<file path="src/rtl/extended_tickless_deadline_timer_macros.svh">
// Assertion macros shared by the timer RTL files.
`ifndef EXTENDED_TICKLESS_DEADLINE_TIMER_MACROS_SVH
`define EXTENDED_TICKLESS_DEADLINE_TIMER_MACROS_SVH

// Same-cycle implication, disabled during reset.
`define ETDT_ASSERT_NOW(label, clk, rst_n, ante, cons) \
    label: assert property (@(posedge clk) disable iff (!(rst_n)) (ante) |-> (cons)) \
        else $error("timer assertion failed");

// Next-cycle implication, disabled during reset.
`define ETDT_ASSERT_NEXT(label, clk, rst_n, ante, cons) \
    label: assert property (@(posedge clk) disable iff (!(rst_n)) (ante) |=> (cons)) \
        else $error("timer assertion failed");

`endif

</file>
<file path="src/rtl/etdt_pkg.sv">
// Package with the widths, reset values, codes and types of the deadline timer.
`default_nettype none
package etdt_pkg;
    localparam int COUNTER_BITS_DEF = 24;
    localparam int TIME_W           = 64;
    localparam int MIN_LEAD_W       = 16;
    localparam int OFFSET_W         = 8;
    localparam int CFG_IDX_W        = 8;
    localparam int CFG_DATA_W       = 16;

    localparam logic [MIN_LEAD_W-1:0] MIN_LEAD_RST = 16'd100;
    localparam logic [OFFSET_W-1:0]   OFFSET_RST   = 8'd10;

    localparam logic [CFG_IDX_W-1:0] REG_MIN_LEAD         = 8'd0;
    localparam logic [CFG_IDX_W-1:0] REG_REPROGRAM_OFFSET = 8'd1;

    typedef logic [1:0] t_status;
    localparam t_status ST_NONE     = 2'd0;
    localparam t_status ST_ACCEPTED = 2'd1;
    localparam t_status ST_REJECTED = 2'd2;

    typedef struct packed {
        logic [TIME_W-1:0] now;
        logic [TIME_W-1:0] match;
        t_status           status;
        logic              tick;
    } t_step;
endpackage
`default_nettype wire

</file>
<file path="src/rtl/etdt_if.sv">
// Channel interfaces of the deadline timer: input words, result words and register writes.
`default_nettype none
interface etdt_in_if;
    import etdt_pkg::*;
    logic              valid;
    logic              ready;
    logic              advance;
    logic              reprogram;
    logic [TIME_W-1:0] deadline;
    logic              start_match;
    modport source (output valid, advance, reprogram, deadline, start_match, input ready);
    modport sink (input valid, advance, reprogram, deadline, start_match, output ready);
endinterface

interface etdt_out_if;
    import etdt_pkg::*;
    logic                     valid;
    logic                     ready;
    logic signed [TIME_W-1:0] absolute_time;
    logic signed [TIME_W-1:0] time_since_match;
    logic [1:0]               reprogram_status;
    logic                     tick_event;
    modport source (output valid, absolute_time, time_since_match, reprogram_status,
                    tick_event, input ready);
    modport sink (input valid, absolute_time, time_since_match, reprogram_status,
                  tick_event, output ready);
endinterface

interface etdt_cfg_if;
    import etdt_pkg::*;
    logic                  valid;
    logic                  ready;
    logic [CFG_IDX_W-1:0]  index;
    logic [CFG_DATA_W-1:0] data;
    modport source (output valid, index, data, input ready);
    modport sink (input valid, index, data, output ready);
endinterface
`default_nettype wire

</file>
<file path="src/rtl/etdt_core.sv">
// Time state of the deadline timer and its combinational update, registered per accepted word.
`default_nettype none
`include "extended_tickless_deadline_timer_macros.svh"
module etdt_core #(
    parameter int COUNTER_BITS = etdt_pkg::COUNTER_BITS_DEF
) (
    input  wire logic                              i_clk,
    input  wire logic                              i_rst_n,
    input  wire logic                              i_accept,
    input  wire logic                              i_advance,
    input  wire logic                              i_reprogram,
    input  wire logic [etdt_pkg::TIME_W-1:0]       i_deadline,
    input  wire logic                              i_start_match,
    input  wire logic [etdt_pkg::MIN_LEAD_W-1:0]   i_min_lead,
    input  wire logic [etdt_pkg::OFFSET_W-1:0]     i_offset,
    output etdt_pkg::t_step                        o_step
);
    import etdt_pkg::*;

    // The current time is kept directly; the counter expires where it would reach zero.
    logic [TIME_W-1:0]       r_now;
    logic [COUNTER_BITS-1:0] r_counter;
    logic [TIME_W-1:0]       r_match;

    logic [TIME_W-1:0]       n_now;
    logic [COUNTER_BITS-1:0] n_counter;
    logic [TIME_W-1:0]       n_match;
    t_status                 n_status;
    logic                    n_tick;

    logic                    cnt_zero;
    logic                    inc;
    logic [COUNTER_BITS-1:0] counter_a;
    logic [TIME_W-1:0]       now_a;
    logic [TIME_W-1:0]       start_time;
    logic [TIME_W-1:0]       delta;
    logic                    too_close;

    always_comb begin
        cnt_zero   = (r_counter == '0);
        inc        = i_advance && !cnt_zero;
        n_tick     = i_advance && cnt_zero;
        counter_a  = !i_advance ? r_counter : (cnt_zero ? '1 : r_counter - 1'b1);
        now_a      = r_now + {{(TIME_W-1){1'b0}}, inc};
        start_time = r_now + {{(TIME_W-OFFSET_W){1'b0}}, i_offset}
                     + {{(TIME_W-1){1'b0}}, inc};
        delta      = i_deadline - start_time;
        too_close  = delta[TIME_W-1]
                     || ((delta[TIME_W-2:MIN_LEAD_W] == '0)
                         && (delta[MIN_LEAD_W-1:0] < i_min_lead));

        n_now     = now_a;
        n_counter = counter_a;
        n_status  = ST_NONE;
        if (i_reprogram) begin
            if (too_close) begin
                n_status = ST_REJECTED;
            end else begin
                n_status  = ST_ACCEPTED;
                n_now     = start_time;
                n_counter = delta[COUNTER_BITS-1:0];
            end
        end

        n_match = r_match;
        if (i_start_match && (r_match == '0)) begin
            n_match = n_now;
        end

        o_step.now    = n_now;
        o_step.match  = n_match;
        o_step.status = n_status;
        o_step.tick   = n_tick;
    end

    always_ff @(posedge i_clk) begin
        if (!i_rst_n) begin
            r_now     <= {{(TIME_W-COUNTER_BITS){1'b0}}, {COUNTER_BITS{1'b1}}};
            r_counter <= '0;
            r_match   <= '0;
        end else if (i_accept) begin
            r_now     <= n_now;
            r_counter <= n_counter;
            r_match   <= n_match;
        end
    end

    `ETDT_ASSERT_NEXT(a_hold_when_idle, i_clk, i_rst_n, !i_accept,
        $stable(r_now) && $stable(r_counter) && $stable(r_match))
    `ETDT_ASSERT_NEXT(a_time_steps_by_one, i_clk, i_rst_n, i_accept && !i_reprogram,
        (r_now - $past(r_now)) <= {{(TIME_W-1){1'b0}}, 1'b1})
    `ETDT_ASSERT_NEXT(a_counter_hits_deadline, i_clk, i_rst_n,
        i_accept && (n_status == ST_ACCEPTED),
        r_counter == ($past(i_deadline[COUNTER_BITS-1:0]) - r_now[COUNTER_BITS-1:0]))
endmodule
`default_nettype wire

</file>
<file path="src/rtl/extended_tickless_deadline_timer.sv">
// Top level of the 64-bit extended tickless deadline timer.
// The timer takes one input word per clock cycle while its input is ready and gives exactly one
// result word for each, through a stage register and then an output register; the rate of one
// word per cycle is set by the combinational update of the time state (one increment, the
// deadline subtraction and the lead compare), and the stage register plus the output register
// keep the input open while a finished result waits. Register writes are taken in any
// cycle, with the configuration channel always ready.
`default_nettype none
`include "extended_tickless_deadline_timer_macros.svh"
module extended_tickless_deadline_timer #(
    parameter int COUNTER_BITS = etdt_pkg::COUNTER_BITS_DEF
) (
    input  wire logic   i_clk,
    input  wire logic   i_rst_n,
    etdt_in_if.sink     i_in,
    etdt_out_if.source  o_out,
    etdt_cfg_if.sink    i_cfg
);
    import etdt_pkg::*;

    logic [MIN_LEAD_W-1:0] r_min_lead;
    logic [OFFSET_W-1:0]   r_offset;

    t_step                 step;
    logic                  accept;
    logic                  out_free;

    t_step                 r_p;
    logic                  r_p_valid;
    logic                  r_o_valid;
    logic [TIME_W-1:0]     r_o_abs;
    logic [TIME_W-1:0]     r_o_since;
    t_status               r_o_status;
    logic                  r_o_tick;

    assign i_cfg.ready = 1'b1;

    always_ff @(posedge i_clk) begin
        if (!i_rst_n) begin
            r_min_lead <= MIN_LEAD_RST;
            r_offset   <= OFFSET_RST;
        end else if (i_cfg.valid) begin
            case (i_cfg.index)
                REG_MIN_LEAD: begin
                    r_min_lead <= i_cfg.data[MIN_LEAD_W-1:0];
                end
                REG_REPROGRAM_OFFSET: begin
                    r_offset <= i_cfg.data[OFFSET_W-1:0];
                end
                default: begin
                end
            endcase
        end
    end

    assign out_free   = !r_o_valid || o_out.ready;
    assign i_in.ready = !r_p_valid || out_free;
    assign accept     = i_in.valid && i_in.ready;

    etdt_core #(
        .COUNTER_BITS (COUNTER_BITS)
    ) u_core (
        .i_clk         (i_clk),
        .i_rst_n       (i_rst_n),
        .i_accept      (accept),
        .i_advance     (i_in.advance),
        .i_reprogram   (i_in.reprogram),
        .i_deadline    (i_in.deadline),
        .i_start_match (i_in.start_match),
        .i_min_lead    (r_min_lead),
        .i_offset      (r_offset),
        .o_step        (step)
    );

    always_ff @(posedge i_clk) begin
        if (!i_rst_n) begin
            r_p_valid <= 1'b0;
            r_o_valid <= 1'b0;
        end else begin
            if (accept) begin
                r_p_valid <= 1'b1;
            end else if (out_free) begin
                r_p_valid <= 1'b0;
            end
            if (out_free) begin
                r_o_valid <= r_p_valid;
            end
        end
        if (accept) begin
            r_p <= step;
        end
        if (out_free && r_p_valid) begin
            r_o_abs    <= r_p.now;
            r_o_since  <= r_p.now - r_p.match;
            r_o_status <= r_p.status;
            r_o_tick   <= r_p.tick;
        end
    end

    assign o_out.valid            = r_o_valid;
    assign o_out.absolute_time    = signed'(r_o_abs);
    assign o_out.time_since_match = signed'(r_o_since);
    assign o_out.reprogram_status = r_o_status;
    assign o_out.tick_event       = r_o_tick;

    `ETDT_ASSERT_NOW(a_full_pipe_blocks_input, i_clk, i_rst_n,
        r_p_valid && r_o_valid && !o_out.ready, !i_in.ready)
    `ETDT_ASSERT_NEXT(a_stage_moves_forward, i_clk, i_rst_n,
        r_p_valid && out_free, r_o_valid)
    `ETDT_ASSERT_NEXT(a_status_reaches_output, i_clk, i_rst_n,
        r_p_valid && out_free, r_o_status == $past(r_p.status))
endmodule
`default_nettype wire
</file>
<file path="src/flat_wrapper.sv">
// flat-port wrapper written by rule: the top's interface ports become plain ports
module extended_tickless_deadline_timer_flat import etdt_pkg::*;
#(
    parameter int COUNTER_BITS = etdt_pkg::COUNTER_BITS_DEF
)
  (i_clk, i_rst_n, i_in_valid, i_in_advance, i_in_reprogram, i_in_deadline, i_in_start_match, i_in_ready, o_out_valid, o_out_absolute_time, o_out_time_since_match, o_out_reprogram_status, o_out_tick_event, o_out_ready, i_cfg_valid, i_cfg_index, i_cfg_data, i_cfg_ready);
  etdt_in_if i_in_i ();
  etdt_out_if o_out_i ();
  etdt_cfg_if i_cfg_i ();
  input  wire logic i_clk;
  input  wire logic i_rst_n;
  input wire logic [$bits(i_in_i.valid)-1:0] i_in_valid;
  input wire logic [$bits(i_in_i.advance)-1:0] i_in_advance;
  input wire logic [$bits(i_in_i.reprogram)-1:0] i_in_reprogram;
  input wire logic [$bits(i_in_i.deadline)-1:0] i_in_deadline;
  input wire logic [$bits(i_in_i.start_match)-1:0] i_in_start_match;
  output wire logic [$bits(i_in_i.ready)-1:0] i_in_ready;
  output wire logic [$bits(o_out_i.valid)-1:0] o_out_valid;
  output wire logic [$bits(o_out_i.absolute_time)-1:0] o_out_absolute_time;
  output wire logic [$bits(o_out_i.time_since_match)-1:0] o_out_time_since_match;
  output wire logic [$bits(o_out_i.reprogram_status)-1:0] o_out_reprogram_status;
  output wire logic [$bits(o_out_i.tick_event)-1:0] o_out_tick_event;
  input wire logic [$bits(o_out_i.ready)-1:0] o_out_ready;
  input wire logic [$bits(i_cfg_i.valid)-1:0] i_cfg_valid;
  input wire logic [$bits(i_cfg_i.index)-1:0] i_cfg_index;
  input wire logic [$bits(i_cfg_i.data)-1:0] i_cfg_data;
  output wire logic [$bits(i_cfg_i.ready)-1:0] i_cfg_ready;
  assign i_in_i.valid = i_in_valid;
  assign i_in_i.advance = i_in_advance;
  assign i_in_i.reprogram = i_in_reprogram;
  assign i_in_i.deadline = i_in_deadline;
  assign i_in_i.start_match = i_in_start_match;
  assign i_in_ready = i_in_i.ready;
  assign o_out_valid = o_out_i.valid;
  assign o_out_absolute_time = o_out_i.absolute_time;
  assign o_out_time_since_match = o_out_i.time_since_match;
  assign o_out_reprogram_status = o_out_i.reprogram_status;
  assign o_out_tick_event = o_out_i.tick_event;
  assign o_out_i.ready = o_out_ready;
  assign i_cfg_i.valid = i_cfg_valid;
  assign i_cfg_i.index = i_cfg_index;
  assign i_cfg_i.data = i_cfg_data;
  assign i_cfg_ready = i_cfg_i.ready;
  extended_tickless_deadline_timer #(.COUNTER_BITS(COUNTER_BITS)) u_core (.i_clk(i_clk), .i_rst_n(i_rst_n), .i_in(i_in_i), .o_out(o_out_i), .i_cfg(i_cfg_i));
endmodule
</file>
<file path="config.mk">
export PLATFORM = sky130hd
export DESIGN_NAME = extended_tickless_deadline_timer_flat
export DESIGN_NICKNAME = d
export VERILOG_FILES = /design/src/rtl/etdt_pkg.sv /design/src/rtl/etdt_if.sv /design/src/rtl/etdt_core.sv /design/src/rtl/extended_tickless_deadline_timer.sv /design/src/flat_wrapper.sv
export VERILOG_INCLUDE_DIRS = /design/src /design/src/rtl
export SDC_FILE = /design/constraint.sdc
export NUM_CORES = 1
export LEC_CHECK = 0
export BUFFER_PORTS_ARGS = -buffer_cell sky130_fd_sc_hd__buf_2
export CAP_MARGIN = 25
export CORE_MARGIN = 10
export CORE_UTILIZATION = 56
export CTS_CLUSTER_DIAMETER = 50
export CTS_CLUSTER_SIZE = 25
export DETAILED_ROUTE_END_ITERATION = 16
export PLACE_DENSITY = 0.71
export SETUP_SLACK_MARGIN = 0.05
export SYNTH_ARGS = -nofsm -noshare
export SYNTH_HDL_FRONTEND = slang
export SYNTH_HIERARCHICAL = 1
export SYNTH_SLANG_ARGS = --single-unit
</file>
<file path="constraint.sdc">
create_clock -name i_clk -period 11.1 [get_ports i_clk]
set_input_delay 2.22 -clock i_clk [delete_from_list [all_inputs] [get_ports i_clk]]
set_output_delay 2.22 -clock i_clk [all_outputs]
set_load 0.02 [all_outputs]
</file>
==> run metrics <==
outcome complete, no violations; insertion delay to the later sink of the worst-skew pair 0.60 ns; first-pass GRT wire length 140000 µm; period utilisation layout 95.2%; DRC violation count after routing 0; total wire length 90700 µm; Avg Cell Area, Syn 9.05 µm²; First-pass DRT Iterations 6; worst-case vdd ir drop 0.213 mV; number of DRC markers after the initial detailed-route iteration 2312; via-per-instance ratio 6.20; Reg area 11400 µm²; I/O Buffers 228; startpoint of the worst register-to-register path u_core/u_core/r_counter[17]$_SDFFE_PN0P_; number of global-route vias before repair 24100; utilization of the core after routing 63.8%; static leakage 13.0 nW; unrepaired setup endpoints after global routing no; Slew @ Worst Pin 1.02 ns; Synth-to-Final Area Change 12.4%; capture point of the worst path u_core/r_p[42]$_DFFE_PP_; IO Count 230; Post-CTS Setup Bufs 0; buffer cell driving the clock tree root clkbuf_16; worst reg2reg path depth 39; Period minus WS final 10.57 ns; master of the slowest instance on the critical path mux2i_4; number of buffers and inverters on the critical path 1; overall overflow remaining after global route 0; filler cell count 4168; timing startpoint of the critical path u_core/u_core/r_counter[17]$_SDFFE_PN0P_; number of flops mapped to enable cells by yosys 262; count of warnings emitted by yosys 6; placement row count 82; R2R Setup Slk 0.53 ns; DIE HEIGHT 246 µm; TritonCTS sink count 440; total via count in the routed design 25200; Worst Skew 0.0343 ns; Post-Syn Instances 3145; CTS tree yes; ys flop type edfxtp_1; horizontal die dimension 246 µm; Max Cap Violations 0; maximum fanout along the worst path 31; Worst setup EP type flip-flop; area of the core 50200 µm²; cell area after synthesis 28500 µm²; stages on the worst setup path 39; starting utilization of the core area 56.8%; total clock buffers created by CTS 41; number of storage elements in the synthesis netlist 440; area of combinational cells with multiple inputs 15600 µm²; Setup TNS 0 ns; Post-DP HPWL 71100 µm; clock transition at the register clock pins on the worst setup and hold paths after CTS 0.08 ns; commonest cells after routing, fill and taps aside nor2_1 (284), nand2_1 (280), a21oi_1 (267); share of post-route cells with drive strength above 1 14.9%; gp weighted congestion 0.984; cell area power density 277 nW/µm²; Final Slew Violations 0; Die Area 60300 µm²; number of levels the H-tree was split into 2; cell repeated most along the worst path o21ai_0; # nets final 3605; Worst Path Required 11.45 ns; post-detailed-route count of antenna-violating nets 0; commonest non-fill, non-tap cell in the layout nor2_1; initial antenna violation count 1; Syn Nets 3393; critical path launch point type flip-flop; r2r endpoint u_core/r_p[42]$_DFFE_PP_; largest net degree at the start of global routing 94; critical path type reg -> reg; overall track demand over capacity in global routing 29.2%; maximum single-stage delay on the critical path 0.85 ns; worst max-slew margin expressed relative to the limit 30.8%; count of distinct cell types in the synthesized netlist 118; classification of the worst-slack hold path reg -> reg; number of buffers on the longest clock path 3; cell family with most CP delay compound AO/OA/AOI/OAI gates; Max Clk Rate 94.6 MHz; detail-routed net length per standard cell 22.3 µm; Final Setup Violations 0; sequential fraction of the synthesis area 40.1%; arrival time at the worst endpoint 10.92 ns; final hold violation count 0; share of async-settable or async-resettable flops after synthesis 0%
==> worst register-to-register path: cells and delay by family (launching register included) <==
| kind | cells | cell delay, ns |
|---|---|---|
| flip-flops | 1 | 0.36 |
| buffers and inverters | 1 | 0.11 |
| AO/OA/AOI/OAI | 18 | 4.26 |
| XOR/XNOR | 2 | 0.42 |
| adder cells (fa/ha/maj) | 3 | 0.83 |
| AND/OR/NAND/NOR | 14 | 3.48 |
| multiplexers | 1 | 0.86 |
==> cell families (layout without fill, tap and decap cells) <==
logic type / after synthesis / after routing / share of synthesized area (%)
adders and majority gates: 152 / 152 / 6.78
other: 1 / 2 / 0.0132
AOI/OAI and AO/OA: 860 / 860 / 19.7
DFF: 440 / 440 / 40.1
xor gates and xnor gates: 228 / 228 / 7.11
buffers and inverters: 342 / 587 / 5.18
and+or+nand+nor: 1045 / 1045 / 18.3
muxes: 77 / 77 / 2.79
==> metrics by stage <==
stage	cells	total power [mW]	setup WS [ns]	hold slack (ns)	instance area, µm²
floorplan	3145	5.75	1.60	0.400	28500
global placement	3985	7.13	0.440	0.403	30500
detailed placement	3985	7.24	0.0885	0.423	30500
CTS	4061	8.79	0.641	0.440	32000
global route	4062	9.39	0.0428	0.455	32000
finish	4063	8.86	0.532	0.445	32000
==> power breakdown <==
group          total (mW)  internal (mW)  switching [mW]
registers            2.37           2.15           0.226
logic                4.97           1.83            3.14
clock network        1.52          0.787           0.734
==> what timing repair did <==
item | in CTS | in global routing
hold buffers | 0 | 0
endpoints found under the setup margin | 0 | 23
gates resized for setup | 0 | 1
==> how the worst min path moves through the flow <==
| stage | start | endpoint | cells past startpoint |
|---|---|---|---|
| floorplan | u_core/r_p[1]$_DFFE_PP_ | u_core/o_out.reprogram_status[0]$_DFFE_PP_ | 0 |
| global placement | u_core/r_p[2]$_DFFE_PP_ | u_core/o_out.reprogram_status[1]$_DFFE_PP_ | 0 |
| detailed placement | u_core/r_p[2]$_DFFE_PP_ | u_core/o_out.reprogram_status[1]$_DFFE_PP_ | 0 |
| CTS | u_core/r_p[2]$_DFFE_PP_ | u_core/o_out.reprogram_status[1]$_DFFE_PP_ | 0 |
| global route | u_core/r_p[2]$_DFFE_PP_ | u_core/o_out.reprogram_status[1]$_DFFE_PP_ | 0 |
| finish | u_core/r_p[2]$_DFFE_PP_ | u_core/o_out.reprogram_status[1]$_DFFE_PP_ | 0 |
==> state kept, by name (all words and copies together), names as in the netlist, 2 cells and up <==
signal,count
u_core/r_min_lead,16
u_core/u_core/r_match,64
u_core/o_out.reprogram_status,2
u_core/r_p,131
u_core/r_offset,8
u_core/u_core/r_counter,24
u_core/o_out.absolute_time,64
u_core/u_core/r_now,64
u_core/o_out.time_since_match,64
==> cell type report <==
cell class	instances	area share, %
Antenna cell	1	0.00782
Clock buffer	42	3.22
Clock inverter	34	1.36
Inverter	163	1.92
Multi-Input combinational cell	2363	48.7
Sequential cell	440	35.7
Tap cell	672	2.63
Timing Repair Buffer	348	6.44
==> routing by layer <==
metal	part of all wire (%)	track usage, %	routed length, µm	vias to the layer above
met2	46	46.6	41400	1128
met1	44	39.9	39600	12000
li1	-	-	-	11900
met5	0	0	0	-
met3	7.0	4.01	6340	173
met4	3.6	10.0	3260	0
==> synthesized netlist by cell type (all sizes together), types with 8 or more instances <==
master | number | area share (%)
a31oi | 23 | 0.58
mux2 | 11 | 0.43
edfxtp | 262 | 28
inv | 162 | 2.1
nand4 | 95 | 2.2
o211ai | 21 | 0.55
or4 | 16 | 0.45
clkbuf | 117 | 1.7
and4 | 9 | 0.28
dfxtp | 178 | 13
nand3 | 58 | 1.1
xor2 | 71 | 2.2
o21bai | 23 | 0.61
a21o | 130 | 3.4
nor2 | 288 | 3.8
a21oi | 271 | 4.8
nor4 | 35 | 1.0
xnor2 | 156 | 4.9
or3 | 64 | 1.4
buf | 60 | 1.3
o21ai | 174 | 3.1
nand2b | 18 | 0.40
or2 | 8 | 0.18
o21a | 73 | 2.0
o31ai | 21 | 0.67
nor3 | 78 | 1.4
mux2i | 66 | 2.4
and3 | 22 | 0.50
ha | 148 | 6.5
a211oi | 13 | 0.41
nand2 | 282 | 3.8
and2 | 19 | 0.42
nor2b | 37 | 0.82
Note: power is estimated with default switching activity, not from simulation.
